File: config.mk
export PLATFORM = sky130hd
export DESIGN_NAME = ncdf_div
export DESIGN_NICKNAME = d
export VERILOG_FILES = /design/src/hdl/ncdf_pkg.sv /design/src/hdl/ncdf_div.sv
export SDC_FILE = /design/constraint.sdc
export NUM_CORES = 2
export LEC_CHECK = 0
export BUFFER_PORTS_ARGS = -buffer_cell sky130_fd_sc_hd__buf_2
export CAP_MARGIN = 20
export CELL_PAD_IN_SITES_DETAIL_PLACEMENT = 0
export CELL_PAD_IN_SITES_GLOBAL_PLACEMENT = 1
export CORE_ASPECT_RATIO = 1.75
export CORE_UTILIZATION = 50
export DETAILED_ROUTE_END_ITERATION = 8
export GPL_TIMING_DRIVEN = 0
export PLACE_DENSITY = 0.74
export REMOVE_ABC_BUFFERS = 1
export SLEW_MARGIN = 20
export SYNTH_ARGS = -nofsm -noshare
export SYNTH_HDL_FRONTEND = slang
export SYNTH_SLANG_ARGS = --single-unit
File: constraint.sdc
create_clock -name clock -period 5.1 [get_ports clock]
set_input_delay 1.02 -clock clock [delete_from_list [all_inputs] [get_ports clock]]
set_output_delay 1.02 -clock clock [all_outputs]
set_load 0.02 [all_outputs]
File: src/hdl/ncdf_pkg.sv
// ----------------------------------------------------------------------------
// Normal CDF package
// Fixed-point constants, widths and stage counts shared by the CDF pipeline.
// ----------------------------------------------------------------------------
package ncdf_pkg;

   // Q.30 constants, rounded to nearest at elaboration.
   localparam logic [63:0] K_ONE = 64'd1 << 30;
   localparam logic [63:0] K_A1 = ((64'd254829592 << 30) + 64'd500000000) / 64'd1000000000;
   localparam logic [63:0] K_A2 = ((64'd284496736 << 30) + 64'd500000000) / 64'd1000000000;
   localparam logic [63:0] K_A3 = ((64'd1421413741 << 30) + 64'd500000000) / 64'd1000000000;
   localparam logic [63:0] K_A4 = ((64'd1453152027 << 30) + 64'd500000000) / 64'd1000000000;
   localparam logic [63:0] K_A5 = ((64'd1061405429 << 30) + 64'd500000000) / 64'd1000000000;
   localparam logic [63:0] K_P = ((64'd3275911 << 30) + 64'd5000000) / 64'd10000000;
   localparam logic [63:0] K_RS2 = ((64'd7071067812 << 30) + 64'd5000000000) / 64'd10000000000;
   localparam logic [63:0] K_LN2 = ((64'd6931471806 << 30) + 64'd5000000000) / 64'd10000000000;

   // Datapath widths.
   localparam int MAG_W = 16;   // |x| in Q4.12
   localparam int Z_W = 33;     // z in Q.30
   localparam int D_W = 32;     // 1 + p*z in Q.30
   localparam int T_W = 31;     // t in Q.30, at most 1.0
   localparam int PW = 34;      // signed Horner accumulator
   localparam int W_W = 37;     // z*z in Q.30
   localparam int K_W = 6;      // integer part of w/ln2
   localparam int R_W = 30;     // reduced argument, below ln2
   localparam int E_W = 31;     // exp(-w) in Q.30
   localparam int TERMS = 14;   // Taylor terms of exp(-r)

   // Stage counts of the pipeline sections.
   localparam int DIV_LAT = T_W;
   localparam int HORN_LAT = 10;
   localparam int EXP_LAT = K_W + 3 * TERMS + 1;
   localparam int QDLY = EXP_LAT - DIV_LAT - HORN_LAT;
   localparam int PRE_LAT = 4;
   localparam int TOTAL_LAT = PRE_LAT + EXP_LAT + 2;

endpackage

File: src/hdl/ncdf_div.sv
// ----------------------------------------------------------------------------
// Normal CDF reciprocal
// Pipelined restoring divider giving t = round(2^60 / d), one quotient bit
// per stage.
// ----------------------------------------------------------------------------
module ncdf_div
   import ncdf_pkg::*;
(
   input  logic           clock,
   input  logic           en,
   input  logic [D_W-1:0] d_value,
   output logic [T_W-1:0] t_value
);

   logic [D_W-1:0] rem_ff [DIV_LAT];
   logic [D_W-1:0] dd_ff [DIV_LAT];
   logic [T_W-1:0] low_ff [DIV_LAT];
   logic [T_W-1:0] q_ff [DIV_LAT];

   // The dividend is 2^60 + d/2: its upper part is 2^29, its lower 31 bits d/2.
   genvar s;
   generate
      for (s = 0; s < DIV_LAT; s++) begin : g_stage
         logic [D_W-1:0] rem_prev;
         logic [D_W-1:0] d_prev;
         logic [T_W-1:0] low_prev;
         logic [T_W-1:0] q_prev;
         logic [D_W:0]   trial;
         logic           take;

         if (s == 0) begin : g_first
            assign rem_prev = D_W'(1) << 29;
            assign d_prev = d_value;
            assign low_prev = T_W'(d_value >> 1);
            assign q_prev = '0;
         end else begin : g_next
            assign rem_prev = rem_ff[s-1];
            assign d_prev = dd_ff[s-1];
            assign low_prev = low_ff[s-1];
            assign q_prev = q_ff[s-1];
         end

         assign trial = {rem_prev, low_prev[T_W-1-s]};
         assign take = trial >= {1'b0, d_prev};

         always_ff @(posedge clock) begin
            if (en) begin
               rem_ff[s] <= take ? D_W'(trial - {1'b0, d_prev}) : D_W'(trial);
               dd_ff[s] <= d_prev;
               low_ff[s] <= low_prev;
               q_ff[s] <= q_prev | (T_W'(take) << (T_W - 1 - s));
            end
         end
      end
   endgenerate

   assign t_value = q_ff[DIV_LAT-1];

endmodule

==> out/results.ini <==
[outcome]
status = complete, but fails checks
failed_checks = setup timing

[floorplan]
die_x_um = 392.2
core_area_mm2 = 0.2649
start_util = 0.5027
num_rows = 250
ios = 65
dieArea_mm2 = 0.2685
die_h_um = 684.8

[worst_hold_path]
hold_class = in -> reg

[setup_path]
worst_setup_path_start_kind = flip-flop
r2r_slack_ps = -50
path_class = reg -> reg
critPathArrivalTime_ps = 5760
worstPathMaxFanout = 4
end_kind = flip-flop
cp.required_ps = 5710

[clock_tree]
cts_tree = done
insertion_delay_ps = 950
cts_root_buf = clkbuf_16
clk_path_buf_depth = 4
cts.sink_count = 2416
cts_max_level = 4
cts.clk_slew.worst_paths_ps = 70
cts_made_buffers = 235

[detailed_routing]
first_iter_violations = 3872
vias = 90290
ant_nets = 0
dr.pass1.iters = 5
route.final.wire_length_mm = 397.1
wl_per_cell_um = 25.65
vias_per_cell = 5.832
route.detailed.drc = 0

[pwr]
finalPower_uw = 99880
seq_power_share = 0.322
p_int_uw = 59780
leakage_uw = 0.05955
clockPowerShare = 0.178
power_density_mw_per_mm2 = 677.7
p_switching_uw = 40090
ir_drop_uv = 317.2
swShare = 0.4014
p_comb_frac = 0.499

[yosys]
synth_most_common_cell = edfxtp_1
yosysTopAreaCell = edfxtp_1
syn_area_per_cell_um2 = 11.48
ys_dominant_reg_cell = edfxtp_1
yosysWarnings = 0
async_flop_share = 0
synth_common_cells = edfxtp_1 (2416), inv_1 (1171), a21oi_1 (967)
netlist.area_leader.share = 0.5447
synth_edf_count = 2416
syn_inst = 11600
netlist_area_mm2 = 0.1332
ys_ff_latch = 2416
synth_cell_types = 95
seq_area_frac_synth = 0.5447
synth_area_leaders = edfxtp_1 (54%), ha_1 (9.0%), a21oi_1 (3.6%)

[flow_run]
drv_cap = 0

[sta]
rsz0062_at_grt = no
fin_skew_ps = 87.49
slew_headroom = 0.1688
setup_ws_ps = -48.29
fin_crit_sh = 1.009
finalHoldViolations = 0
worst_hold_slack_ps = 283.2
max_freq_mhz = 194.2
slew_violations = 0
setup_viol = 7
worstMarginPinSlew_ps = 1238
finalCriticalPeriod_ps = 5148

[layout]
drive_above_1_share = 0.09271
syn2layout_area_growth_pct = 10.64
fillers = 22087
nNetsFinal = 12794

[placed_design]
port_buffers = 64
globalplace.congestion = 0.9888
dp_hpwl_mm = 313.8

[global_routing]
grt_usage = 0.2930
overflow = 0
use_met2 = 0.6348
top_usage_layer = met2
grt_pass1_vias = 98616
met1_usage = 0.1513
grt_first_pass_wirelength_mm = 570.1
antenna_found_initial = 11
grt_max_degree = 153
grt_use_met3 = 0.03159

[state kept, by name (all words and copies together) (netlist names)]
register,count
q_ff,496
dd_ff,960
rem_ff,960
[worst max-delay path, stage by stage, from the launching register on]
cell      delay [ps]
edfxtp_1         430
inv_1            560
ha_1             310
fa_1             230
nor2b_1           60
o21a_1           210
o21ai_0          510
a211oi_1         320
a211oi_1         650
nand2_1          380
a21o_1           270
a21oi_1          320
o21ai_0          290
xnor2_1          210
mux2i_1          100
[routing by layer]
layer,part of all wire,wire (um)
met5,0,0
met2,0.60,240000
met4,0.16,62840
met3,0.023,9172
met1,0.21,85060
[layout make-up]
type,count,area [um2],share of cell area
clock inverters,141,1466,0.009951
multi-input cells,7754,55970,0.3798
well taps,3528,4414,0.02995
diodes,4,10.01,0.00006792
clock buffers,278,6106,0.04143
flip-flops and latches,2416,72550,0.4923
repair buffers,190,2415,0.01639
inverters,1172,4437,0.03011
[power by group through the flow]
stage                     registers [uW]  logic (uW)  clock network [uW]
after floorplan                    31500       33400                   0
after global placement             34000       46900                   0
after detailed placement           32600       48800                   0
after CTS                          32200       49500               18100
after global routing               32600       53800               18700
final                              32200       49900               17800
[stage by stage]
stage          instances  TNS, ps  utilization  setup slack, ps  instance area, um2
4_1_cts            15473        0       0.5556            4.914              147200
3_3_place_gp       14934        -       0.5164           -37210              136800
6_report           15483   -125.5       0.5562           -48.29              147400
5_1_grt            15482        0       0.5562          0.03464              147400
3_5_place_dp       15028  -280050       0.5246            -1352              139000
2_1_floorplan      11342   -41980            -           -885.3              132100
[timing repair]
item                       4_1_cts  5_1_grt
gates resized for setup         85       22
buffers inserted                26        5
setup endpoints to repair      584      117
hold buffers                     0        0
pin swaps                        9        2
[layout by cell type, fill, tap and decap left out, types with 113 or more instances in the layout]
cell type / synthesis / routed
edfxtp_1: 2416 / 2416
inv_1: 1171 / 1161
ha_1: 962 / 962
a21oi_1: 967 / 957
nand2_1: 745 / 745
nor2_1: 704 / 703
o21ai_0: 684 / 667
xnor2_1: 493 / 493
a21o_1: 486 / 486
mux2_2: 386 / 386
xor2_1: 314 / 314
clkbuf_16: 0 / 238
nand3_1: 186 / 185
nand4_1: 164 / 164
nor2b_1: 152 / 152
nor3_1: 140 / 132
nand2b_1: 129 / 129
o21bai_1: 113 / 113
[kinds of logic after synthesis]
group | Yosys count | synth area share
xor gates and xnor gates | 807 | 0.05307
muxes | 421 | 0.03527
DFF | 2416 | 0.5447
and+or+nand+nor | 2553 | 0.09122
AOI/OAI and AO/OA | 2982 | 0.1397
buffers and inverters | 1430 | 0.04127
adders and majority gates | 991 | 0.09473
[final timing paths]
kind	depth (start not counted)	from	end
max	14	dd_ff[0][247]$_DFFE_PP_	rem_ff[0][284]$_DFFE_PP_
min	1	d_value[0]	dd_ff[0][0]$_DFFE_PP_
max reg2reg	14	dd_ff[0][247]$_DFFE_PP_	rem_ff[0][284]$_DFFE_PP_
min reg2reg	0	q_ff[1][27]$_DFFE_PP_	q_ff[1][58]$_DFFE_PP_
No activity file was read; power rests on OpenSTA's default activity.
